$ cat src/sv/rmsv_pkg.sv
// Shared constants and helpers for the windowed RMS voltmeter.
`timescale 1ns / 1ps

package rmsv_pkg;

   localparam int DEF_MAX_WINDOW  = 1024;
   localparam int DEF_SAMPLE_BITS = 12;

   // register file
   localparam int CSR_IDX_W  = 2;
   localparam int CSR_DATA_W = 16;
   localparam logic [CSR_IDX_W-1:0] REG_WINDOW_LENGTH = 2'd0;
   localparam logic [CSR_IDX_W-1:0] REG_FULL_SCALE_MV = 2'd1;

   localparam int WIN_CFG_W = 11;
   localparam int FS_W      = 16;
   localparam int MV_W      = 16;

   localparam logic [WIN_CFG_W-1:0] WIN_RESET = 11'd100;
   localparam logic [FS_W-1:0]      FS_RESET  = 16'd18000;

   function automatic int max_int(input int a, input int b);
      return (a > b) ? a : b;
   endfunction

endpackage

$ cat src/sv/rmsv_mul.sv
// Shift-add multiplier, one multiplier bit per cycle.
`timescale 1ns / 1ps

module rmsv_mul #(
   parameter int A_W = 16,
   parameter int B_W = 16
) (
   input  logic               clock,
   input  logic               reset,
   input  logic               start,
   input  logic [A_W-1:0]     op_a,
   input  logic [B_W-1:0]     op_b,
   output logic               busy,
   output logic               done,
   output logic [A_W+B_W-1:0] product
);

   localparam int P_W   = A_W + B_W;
   localparam int CNT_W = $clog2(A_W);

   logic [P_W-1:0]   acc_ff, acc_in;
   logic [B_W-1:0]   mcand_ff, mcand_in;
   logic [CNT_W-1:0] cnt_ff, cnt_in;
   logic             busy_ff, busy_in;
   logic             done_ff, done_in;
   logic [B_W:0]     upper;

   // upper half accumulates, lower half shifts the multiplier out
   assign upper = {1'b0, acc_ff[P_W-1:A_W]} + ((acc_ff[0]) ? {1'b0, mcand_ff} : '0);

   always_comb begin
      acc_in   = acc_ff;
      mcand_in = mcand_ff;
      cnt_in   = cnt_ff;
      busy_in  = busy_ff;
      done_in  = 1'b0;
      if (start) begin
         acc_in   = {{B_W{1'b0}}, op_a};
         mcand_in = op_b;
         cnt_in   = '0;
         busy_in  = 1'b1;
      end else if (busy_ff) begin
         acc_in = {upper, acc_ff[A_W-1:1]};
         cnt_in = cnt_ff + CNT_W'(1);
         if (cnt_ff == CNT_W'(A_W - 1)) begin
            busy_in = 1'b0;
            done_in = 1'b1;
         end
      end
   end

   always_ff @(posedge clock) begin
      if (reset) begin
         busy_ff <= 1'b0;
         done_ff <= 1'b0;
      end else begin
         busy_ff <= busy_in;
         done_ff <= done_in;
      end
      acc_ff   <= acc_in;
      mcand_ff <= mcand_in;
      cnt_ff   <= cnt_in;
   end

   assign busy    = busy_ff;
   assign done    = done_ff;
   assign product = acc_ff;

endmodule

$ cat src/sv/rmsv_div.sv
// Restoring divider, one quotient bit per cycle.
`timescale 1ns / 1ps

module rmsv_div #(
   parameter int N_W = 34,
   parameter int D_W = 16
) (
   input  logic           clock,
   input  logic           reset,
   input  logic           start,
   input  logic [N_W-1:0] dividend,
   input  logic [D_W-1:0] divisor,
   output logic           busy,
   output logic           done,
   output logic [N_W-1:0] quotient
);

   localparam int CNT_W = $clog2(N_W);

   logic [D_W-1:0]   rem_ff, rem_in;
   logic [N_W-1:0]   quo_ff, quo_in;
   logic [D_W-1:0]   dvs_ff, dvs_in;
   logic [CNT_W-1:0] cnt_ff, cnt_in;
   logic             busy_ff, busy_in;
   logic             done_ff, done_in;
   logic [D_W:0]     shifted, diff;
   logic             ge;

   assign shifted = {rem_ff, quo_ff[N_W-1]};
   assign diff    = shifted - {1'b0, dvs_ff};
   assign ge      = (shifted >= {1'b0, dvs_ff});

   always_comb begin
      rem_in  = rem_ff;
      quo_in  = quo_ff;
      dvs_in  = dvs_ff;
      cnt_in  = cnt_ff;
      busy_in = busy_ff;
      done_in = 1'b0;
      if (start) begin
         rem_in  = '0;
         quo_in  = dividend;
         dvs_in  = divisor;
         cnt_in  = '0;
         busy_in = 1'b1;
      end else if (busy_ff) begin
         rem_in = ge ? diff[D_W-1:0] : shifted[D_W-1:0];
         quo_in = {quo_ff[N_W-2:0], ge};
         cnt_in = cnt_ff + CNT_W'(1);
         if (cnt_ff == CNT_W'(N_W - 1)) begin
            busy_in = 1'b0;
            done_in = 1'b1;
         end
      end
   end

   always_ff @(posedge clock) begin
      if (reset) begin
         busy_ff <= 1'b0;
         done_ff <= 1'b0;
      end else begin
         busy_ff <= busy_in;
         done_ff <= done_in;
      end
      rem_ff <= rem_in;
      quo_ff <= quo_in;
      dvs_ff <= dvs_in;
      cnt_ff <= cnt_in;
   end

   assign busy     = busy_ff;
   assign done     = done_ff;
   assign quotient = quo_ff;

endmodule

$ cat src/sv/rmsv_isqrt.sv
// Digit-by-digit integer square root, one root bit per cycle.
`timescale 1ns / 1ps

module rmsv_isqrt #(
   parameter int R_W = 16
) (
   input  logic             clock,
   input  logic             reset,
   input  logic             start,
   input  logic [2*R_W-1:0] radicand,
   output logic             busy,
   output logic             done,
   output logic [R_W-1:0]   root
);

   localparam int CNT_W = $clog2(R_W);

   logic [2*R_W-1:0] rad_ff, rad_in;
   logic [R_W:0]     rem_ff, rem_in;
   logic [R_W-1:0]   root_ff, root_in;
   logic [CNT_W-1:0] cnt_ff, cnt_in;
   logic             busy_ff, busy_in;
   logic             done_ff, done_in;
   logic [R_W+2:0]   rem_sh, trial, diff;
   logic             ge;

   // bring down two radicand bits, try root*4+1
   assign rem_sh = {rem_ff, rad_ff[2*R_W-1 -: 2]};
   assign trial  = (R_W + 3)'({root_ff, 2'b01});
   assign diff   = rem_sh - trial;
   assign ge     = (rem_sh >= trial);

   always_comb begin
      rad_in  = rad_ff;
      rem_in  = rem_ff;
      root_in = root_ff;
      cnt_in  = cnt_ff;
      busy_in = busy_ff;
      done_in = 1'b0;
      if (start) begin
         rad_in  = radicand;
         rem_in  = '0;
         root_in = '0;
         cnt_in  = '0;
         busy_in = 1'b1;
      end else if (busy_ff) begin
         rad_in  = {rad_ff[2*R_W-3:0], 2'b00};
         rem_in  = ge ? diff[R_W:0] : rem_sh[R_W:0];
         root_in = {root_ff[R_W-2:0], ge};
         cnt_in  = cnt_ff + CNT_W'(1);
         if (cnt_ff == CNT_W'(R_W - 1)) begin
            busy_in = 1'b0;
            done_in = 1'b1;
         end
      end
   end

   always_ff @(posedge clock) begin
      if (reset) begin
         busy_ff <= 1'b0;
         done_ff <= 1'b0;
      end else begin
         busy_ff <= busy_in;
         done_ff <= done_in;
      end
      rad_ff  <= rad_in;
      rem_ff  <= rem_in;
      root_ff <= root_in;
      cnt_ff  <= cnt_in;
   end

   assign busy = busy_ff;
   assign done = done_ff;
   assign root = root_ff;

endmodule

$ cat src/sv/windowed_rms_voltmeter.sv
// Windowed RMS voltmeter top level: sequencer, accumulator and result register.
//
//   port group | dir | handshake            | payload
//   req_       | in  | req_valid/req_stall  | req_sample
//   rsp_       | out | rsp_valid/rsp_stall  | rsp_mean_square, rsp_rms_code_q4,
//              |     |                      | rsp_rms_millivolts
//   csr_       | in  | csr_valid/csr_ready  | csr_index, csr_wdata
//
// Each sample is squared by the bit-serial multiplier; req_stall holds off the next sample
// until the sequencer is idle again. The last sample of a window adds a mean divide,
// square root, scale multiply and scale divide.
// Reset is synchronous; it clears the sum, the count and the result valid flag and
// loads the registers with their reset values; no clearing pass is needed. A stalled
// result word is held in the output register while the next samples are accepted.
`timescale 1ns / 1ps

module windowed_rms_voltmeter #(
   parameter int MAX_WINDOW  = rmsv_pkg::DEF_MAX_WINDOW,
   parameter int SAMPLE_BITS = rmsv_pkg::DEF_SAMPLE_BITS
) (
   input  logic                             clock,
   input  logic                             reset,
   input  logic                             req_valid,
   output logic                             req_stall,
   input  logic [SAMPLE_BITS-1:0]           req_sample,
   output logic                             rsp_valid,
   input  logic                             rsp_stall,
   output logic [2*SAMPLE_BITS-1:0]         rsp_mean_square,
   output logic [SAMPLE_BITS+3:0]           rsp_rms_code_q4,
   output logic [rmsv_pkg::MV_W-1:0]        rsp_rms_millivolts,
   input  logic                             csr_valid,
   output logic                             csr_ready,
   input  logic [rmsv_pkg::CSR_IDX_W-1:0]   csr_index,
   input  logic [rmsv_pkg::CSR_DATA_W-1:0]  csr_wdata
);

   import rmsv_pkg::*;

   localparam int Q_W     = SAMPLE_BITS + 4;
   localparam int MS_W    = 2 * SAMPLE_BITS;
   localparam int CNT_W   = $clog2(MAX_WINDOW + 1);
   localparam int CNTR_W  = $clog2(MAX_WINDOW);
   localparam int SUM_W   = MS_W + CNTR_W;
   localparam int PROD_W  = Q_W + FS_W;
   localparam int DIV_N_W = max_int(SUM_W, PROD_W);
   localparam int DIV_D_W = max_int(CNT_W, Q_W);
   localparam int WCMP_W  = max_int(WIN_CFG_W, CNT_W);
   localparam logic [Q_W-1:0] Q4_FULL = Q_W'(((1 << SAMPLE_BITS) - 1) * 16);

   localparam logic [2:0] S_IDLE  = 3'd0;
   localparam logic [2:0] S_SQ    = 3'd1;
   localparam logic [2:0] S_MEAN  = 3'd2;
   localparam logic [2:0] S_ROOT  = 3'd3;
   localparam logic [2:0] S_SCALE = 3'd4;
   localparam logic [2:0] S_MVDIV = 3'd5;
   localparam logic [2:0] S_SEND  = 3'd6;

   logic [2:0]           state_ff, state_in;
   logic [SUM_W-1:0]     sum_ff, sum_in;
   logic [CNTR_W-1:0]    count_ff, count_in;
   logic [WIN_CFG_W-1:0] win_cfg_ff, win_cfg_in;
   logic [FS_W-1:0]      fs_ff, fs_in;
   logic [MS_W-1:0]      mean_ff, mean_in;
   logic [Q_W-1:0]       q4_ff, q4_in;
   logic [MV_W-1:0]      mv_ff, mv_in;
   logic                 rsp_valid_ff, rsp_valid_in;
   logic [MS_W-1:0]      out_ms_ff, out_ms_in;
   logic [Q_W-1:0]       out_q4_ff, out_q4_in;
   logic [MV_W-1:0]      out_mv_ff, out_mv_in;

   logic                 mul_start, mul_busy, mul_done;
   logic [Q_W-1:0]       mul_a;
   logic [FS_W-1:0]      mul_b;
   logic [PROD_W-1:0]    mul_prod;
   logic                 div_start, div_busy, div_done;
   logic [DIV_N_W-1:0]   div_n, div_q;
   logic [DIV_D_W-1:0]   div_d;
   logic                 root_start, root_busy, root_done;
   logic [Q_W-1:0]       root_q;

   logic [SUM_W-1:0]     sum_new;
   logic [CNT_W-1:0]     n_cur;
   logic [WCMP_W-1:0]    win_ext, eff_win;
   logic                 win_last;

   assign sum_new = sum_ff + SUM_W'(mul_prod[MS_W-1:0]);
   assign n_cur   = CNT_W'(count_ff) + CNT_W'(1);
   assign win_ext = WCMP_W'(win_cfg_ff);

   // zero length acts as one, long windows clamp to the maximum
   always_comb begin
      if (win_ext == '0) begin
         eff_win = WCMP_W'(1);
      end else if (win_ext > WCMP_W'(MAX_WINDOW)) begin
         eff_win = WCMP_W'(MAX_WINDOW);
      end else begin
         eff_win = win_ext;
      end
   end

   assign win_last = (WCMP_W'(n_cur) >= eff_win);

   // shared units: squarer doubles as the millivolt scaler, one divider for both quotients
   assign mul_a = (state_ff == S_ROOT) ? root_q : Q_W'(req_sample);
   assign mul_b = (state_ff == S_ROOT) ? fs_ff : FS_W'(req_sample);
   assign div_n = (state_ff == S_SQ) ? DIV_N_W'(sum_new) : DIV_N_W'(mul_prod);
   assign div_d = (state_ff == S_SQ) ? DIV_D_W'(n_cur) : DIV_D_W'(Q4_FULL);

   rmsv_mul #(.A_W(Q_W), .B_W(FS_W)) u_mul (
      .clock   (clock),
      .reset   (reset),
      .start   (mul_start),
      .op_a    (mul_a),
      .op_b    (mul_b),
      .busy    (mul_busy),
      .done    (mul_done),
      .product (mul_prod)
   );

   rmsv_div #(.N_W(DIV_N_W), .D_W(DIV_D_W)) u_div (
      .clock    (clock),
      .reset    (reset),
      .start    (div_start),
      .dividend (div_n),
      .divisor  (div_d),
      .busy     (div_busy),
      .done     (div_done),
      .quotient (div_q)
   );

   rmsv_isqrt #(.R_W(Q_W)) u_isqrt (
      .clock    (clock),
      .reset    (reset),
      .start    (root_start),
      .radicand ({div_q[MS_W-1:0], 8'h00}),
      .busy     (root_busy),
      .done     (root_done),
      .root     (root_q)
   );

   assign req_stall = (state_ff != S_IDLE);
   assign csr_ready = 1'b1;

   always_comb begin
      win_cfg_in = win_cfg_ff;
      fs_in      = fs_ff;
      if (csr_valid && csr_ready) begin
         case (csr_index)
            REG_WINDOW_LENGTH: win_cfg_in = csr_wdata[WIN_CFG_W-1:0];
            REG_FULL_SCALE_MV: fs_in = csr_wdata[FS_W-1:0];
            default: ;
         endcase
      end
   end

   always_comb begin
      state_in     = state_ff;
      sum_in       = sum_ff;
      count_in     = count_ff;
      mean_in      = mean_ff;
      q4_in        = q4_ff;
      mv_in        = mv_ff;
      out_ms_in    = out_ms_ff;
      out_q4_in    = out_q4_ff;
      out_mv_in    = out_mv_ff;
      rsp_valid_in = rsp_valid_ff && rsp_stall;
      mul_start    = 1'b0;
      div_start    = 1'b0;
      root_start   = 1'b0;
      case (state_ff)
         S_IDLE: begin
            if (req_valid) begin
               mul_start = 1'b1;
               state_in  = S_SQ;
            end
         end
         S_SQ: begin
            if (mul_done) begin
               if (win_last) begin
                  // divider holds its own copy of the sum
                  div_start = 1'b1;
                  sum_in    = '0;
                  count_in  = '0;
                  state_in  = S_MEAN;
               end else begin
                  sum_in   = sum_new;
                  count_in = n_cur[CNTR_W-1:0];
                  state_in = S_IDLE;
               end
            end
         end
         S_MEAN: begin
            if (div_done) begin
               mean_in    = div_q[MS_W-1:0];
               root_start = 1'b1;
               state_in   = S_ROOT;
            end
         end
         S_ROOT: begin
            if (root_done) begin
               q4_in     = root_q;
               mul_start = 1'b1;
               state_in  = S_SCALE;
            end
         end
         S_SCALE: begin
            if (mul_done) begin
               div_start = 1'b1;
               state_in  = S_MVDIV;
            end
         end
         S_MVDIV: begin
            if (div_done) begin
               mv_in    = (|div_q[DIV_N_W-1:MV_W]) ? {MV_W{1'b1}} : div_q[MV_W-1:0];
               state_in = S_SEND;
            end
         end
         S_SEND: begin
            // wait for the output register to free up
            if (!rsp_valid_ff || !rsp_stall) begin
               out_ms_in    = mean_ff;
               out_q4_in    = q4_ff;
               out_mv_in    = mv_ff;
               rsp_valid_in = 1'b1;
               state_in     = S_IDLE;
            end
         end
         default: begin
            state_in = S_IDLE;
         end
      endcase
   end

   always_ff @(posedge clock) begin
      if (reset) begin
         state_ff     <= S_IDLE;
         sum_ff       <= '0;
         count_ff     <= '0;
         win_cfg_ff   <= WIN_RESET;
         fs_ff        <= FS_RESET;
         rsp_valid_ff <= 1'b0;
      end else begin
         state_ff     <= state_in;
         sum_ff       <= sum_in;
         count_ff     <= count_in;
         win_cfg_ff   <= win_cfg_in;
         fs_ff        <= fs_in;
         rsp_valid_ff <= rsp_valid_in;
      end
      mean_ff   <= mean_in;
      q4_ff     <= q4_in;
      mv_ff     <= mv_in;
      out_ms_ff <= out_ms_in;
      out_q4_ff <= out_q4_in;
      out_mv_ff <= out_mv_in;
   end

   assign rsp_valid          = rsp_valid_ff;
   assign rsp_mean_square    = out_ms_ff;
   assign rsp_rms_code_q4    = out_q4_ff;
   assign rsp_rms_millivolts = out_mv_ff;

   a_rsp_from_send: assert property (@(posedge clock) disable iff (reset)
      $rose(rsp_valid_ff) |-> $past(state_ff) == S_SEND)
      else $error("result word raised outside the send step");

   a_q4_range: assert property (@(posedge clock) disable iff (reset)
      rsp_valid_ff |-> out_q4_ff <= Q4_FULL)
      else $error("root above full-scale code");

   a_window_cleared: assert property (@(posedge clock) disable iff (reset)
      state_ff == S_MEAN |-> sum_ff == '0 && count_ff == '0)
      else $error("sum or count not cleared at window end");

   a_mul_free: assert property (@(posedge clock) disable iff (reset)
      mul_start |-> !mul_busy)
      else $error("multiplier restarted while busy");

   a_div_free: assert property (@(posedge clock) disable iff (reset)
      div_start |-> !div_busy && !root_busy)
      else $error("divider restarted while a unit is busy");

endmodule
$ cat config.mk
export PLATFORM = sky130hd
export DESIGN_NAME = windowed_rms_voltmeter
export DESIGN_NICKNAME = d
export VERILOG_FILES = /design/src/sv/rmsv_pkg.sv /design/src/sv/rmsv_mul.sv /design/src/sv/rmsv_div.sv /design/src/sv/rmsv_isqrt.sv /design/src/sv/windowed_rms_voltmeter.sv
export SDC_FILE = /design/constraint.sdc
export NUM_CORES = 1
export LEC_CHECK = 0
export ABC_AREA = 0
export BUFFER_PORTS_ARGS = -buffer_cell sky130_fd_sc_hd__buf_2
export CORE_MARGIN = 5
export CORE_UTILIZATION = 62
export CTS_CLUSTER_SIZE = 20
export DETAILED_ROUTE_END_ITERATION = 8
export PLACE_DENSITY_LB_ADDON = 0.05
export SYNTH_ARGS = -nofsm -noshare
export SYNTH_HDL_FRONTEND = slang
export SYNTH_HIERARCHICAL = 1
export SYNTH_SLANG_ARGS = --single-unit
$ cat constraint.sdc
create_clock -name clock -period 7.6 [get_ports clock]
set_input_delay 1.14 -clock clock [delete_from_list [all_inputs] [get_ports clock]]
set_output_delay 1.14 -clock clock [all_outputs]
set_load 0.02 [all_outputs]
==> flow_summary.json <==
{
  "yosys.area_share.simple": 0.160,
  "worst_ep_arrival_time_ps": 4980,
  "ys_warn_count": 6,
  "route.detailed.drc": 0,
  "synth_xor_area_frac": 0.0362,
  "avgViaCountPerCell": 5.98,
  "synth_compound_area_frac": 0.141,
  "dp.cells": 2350,
  "synth_ff_type": "edfxtp_1",
  "row_count": 65,
  "post-synth-top-count-cell": "nand2_1",
  "finalSetupViolCount": 0,
  "critPathKind": "flop to flop",
  "fin_worst_skew_ps": 14.8,
  "fin_crit_ps": 4810,
  "finalNetCount": 2119,
  "fin_hold_ws_ps": 414,
  "cp-start-kind": "flop",
  "cts_root_buf": "clkbuf_16",
  "postPlaceCellArea_um2": 20600,
  "totalWireLength_um": 44200,
  "instances_no_fill": 2426,
  "cp_max_fo": 72,
  "htree_num_levels": 2,
  "r2r_cells": 16,
  "cts_buffer_depth": 3,
  "drive_gt1_frac": 0.153,
  "grt_pass1_wl_um": 72000,
  "cts_hold_buf": 0,
  "peakVddDrop_mv": 0.185,
  "synthesis.instances": 1925,
  "status": "finished, final reports clean",
  "r2r_setup_slack_ps": 2790,
  "grt_pass1_vias": 14000,
  "min_to": "rsp_rms_code_q4[1]$_DFFE_PP_",
  "cp-end-kind": "flop",
  "start_util": 0.628,
  "dieArea_um2": 35600,
  "ys_top_cells_by_count": "274 x nand2_1, 226 x edfxtp_1, 160 x dfxtp_1",
  "synth_area_leader_cell": "edfxtp_1",
  "ys_ff_latch": 386,
  "die_h_um": 189,
  "pin_count": 94,
  "yosys-top-cells-area": "edfxtp_1 34%, dfxtp_1 16%, ha_1 5.7%, nand2_1 5.2%, mux2_2 4.8%",
  "syn_area_um2": 19800,
  "slew_viol_final": 0,
  "vias": 14500,
  "gp_congestion": 0.934,
  "synth_mux_area_frac": 0.0664,
  "antenna_found_initial": 0,
  "cap_violations": 0,
  "ys_seq_area_frac": 0.504,
  "drt-wirelength-per-cell_um": 18.2,
  "holdPathStages": 0,
  "crit-reg2reg-launch": "count_ff[2]$_SDFFE_PP0P_",
  "clkLatencyLatePin_ps": 550,
  "avgSynthCellArea_um2": 10.3,
  "clkTransAtPathRegs_ps": 60,
  "core-area_um2": 31600,
  "dr.pass1.iters": 6,
  "fin_util": 0.698,
  "hp-class": "flop to flop",
  "drt_iter0_markers": 1159,
  "synth-adder-area-share": 0.0598,
  "cts.repair.resized": 0,
  "slew_headroom": 0.196,
  "async_reset_ff_frac": 0,
  "required_ps": 7760,
  "synth.distinct_cells": 97,
  "grtUsageTotal": 0.245,
  "hold_path_startpoint": "q4_ff[1]$_DFFE_PP_",
  "syn_to_final_growth_pct": 11.0,
  "grt-ovfl-total": 0,
  "cts_setup_buffers": 0,
  "hold_violations": 0,
  "design_area_um2": 22000,
  "setup_tns_ps": 0,
  "tightest_slew_ps": 1200,
  "synth_top_area_frac": 0.342,
  "pwr_density_cell_nw_per_um2": 240,
  "post-route-period-util": 0.633,
  "dp_hpwl_um": 31300,
  "r2r-end": "u_div/quotient[12]$_DFFE_PP_",
  "tritoncts": "built",
  "fmax_mhz": 208,
  "die_x_um": 189,
  "synth_top_family_by_area": "simple AND/OR/NAND/NOR gates",
  "grt_start_max_net_pins": 73,
  "ant_nets": 0,
  "rsz0062_at_grt": "false",
  "leakage_nw": 8.34,
  "clock_sinks": 386,
  "antennaDiodeCount": 0,
  "cts_buffers": 41,
  "portBuffers": 92,
  "synth_edf_count": 226
}
routing by layer:
| layer | track usage | up-vias | wire [um] |
|---|---|---|---|
| met5 | 0 | - | 0 |
| met4 | 0.0558 | 0 | 860 |
| met3 | 0.0383 | 66 | 2590 |
| met2 | 0.388 | 414 | 19900 |
| met1 | 0.358 | 6879 | 20800 |
| li1 | - | 7141 | - |
sequential cells by signal (all words and copies together), names as in the netlist, 16 cells and up:
signal              flops
rsp_rms_millivolts     16
u_div/quotient         34
fs_ff                  16
rsp_mean_square        24
rsp_rms_code_q4        16
u_mul/product          32
u_div/dvs_ff           16
u_mul/mcand_ff         16
u_isqrt/rem_ff         17
mv_ff                  16
q4_ff                  16
mean_ff                24
u_isqrt/root           16
sum_ff                 34
u_div/rem_ff           16
u_isqrt/rad_ff         32
final cells by class:
type                            count  area [um2]
Sequential cell                   386        9990
Fill cell                        2389        9540
Multi-Input combinational cell   1396        9260
Clock buffer                       57        1170
Timing Repair Buffer              108         581
Tap cell                          402         503
Clock inverter                     19         292
Inverter                           58         218
per-stage QoR:
| stage | worst slack [ps] | power, mW |
|---|---|---|
| floorplan | 2260 | 3.01 |
| global placement | 2960 | 3.18 |
| detailed placement | 2810 | 3.20 |
| CTS | 2810 | 5.32 |
| global route | 2510 | 5.53 |
| finish | 2790 | 5.29 |
where the power goes:
part           internal, mW  switching, mW  total, mW
Sequential             2.29          0.104       2.40
Clock                  1.27          0.847       2.11
Combinational         0.319          0.463      0.782
critical path: stages (launching register included):
cell	delay [ps]
dfxtp_1	410
and4_1	230
and4_1	280
nand3_1	110
xor2_1	260
inv_1	90
ha_1	280
nand2_1	60
nor2_1	140
o211ai_1	120
o21ai_1	140
buf_4	250
nand2_1	70
mux2_2	290
nor3b_2	150
buf_4	670
or2_2	780
cell usage in the layout (no fill, tap or decap), types with 19 or more instances in the layout:
| master | instances |
|---|---|
| nand2_1 | 274 |
| edfxtp_1 | 226 |
| dfxtp_1 | 159 |
| nor2_1 | 141 |
| a21oi_1 | 107 |
| buf_2 | 92 |
| ha_1 | 90 |
| mux2_2 | 84 |
| o21ai_0 | 83 |
| inv_1 | 56 |
| xnor2_1 | 47 |
| nand3_1 | 43 |
| clkbuf_16 | 41 |
| mux2i_1 | 37 |
| xor2_1 | 35 |
| and2_1 | 34 |
| a21o_1 | 29 |
| nand2b_1 | 28 |
| a31oi_1 | 23 |
| nor3_1 | 23 |
| and3_1 | 20 |
| a211oi_1 | 20 |
| nand4_1 | 19 |
logic make-up after synthesis:
family	Yosys count
multiplexers	121
XOR/XNOR	82
AO/OA/AOI/OAI	420
other	2
buffers and inverters	150
flip-flops	386
adder cells (fa/ha/maj)	93
AND/OR/NAND/NOR	671
worst max path at each step:
stage	from	endpoint	slack, ps	cells past startpoint
6_report	count_ff[2]$_SDFFE_PP0P_	u_div/quotient[12]$_DFFE_PP_	2790	16
5_1_grt	count_ff[3]$_SDFFE_PP0P_	u_div/quotient[12]$_DFFE_PP_	2510	16
4_1_cts	count_ff[2]$_SDFFE_PP0P_	u_div/quotient[12]$_DFFE_PP_	2810	16
3_5_place_dp	count_ff[2]$_SDFFE_PP0P_	u_div/quotient[3]$_DFFE_PP_	2810	16
3_3_place_gp	count_ff[2]$_SDFFE_PP0P_	u_div/quotient[2]$_DFFE_PP_	2960	16
2_1_floorplan	count_ff[2]$_SDFFE_PP0P_	u_div/quotient[0]$_DFFE_PP_	2260	16
No activity file was read; power rests on OpenSTA's default activity.
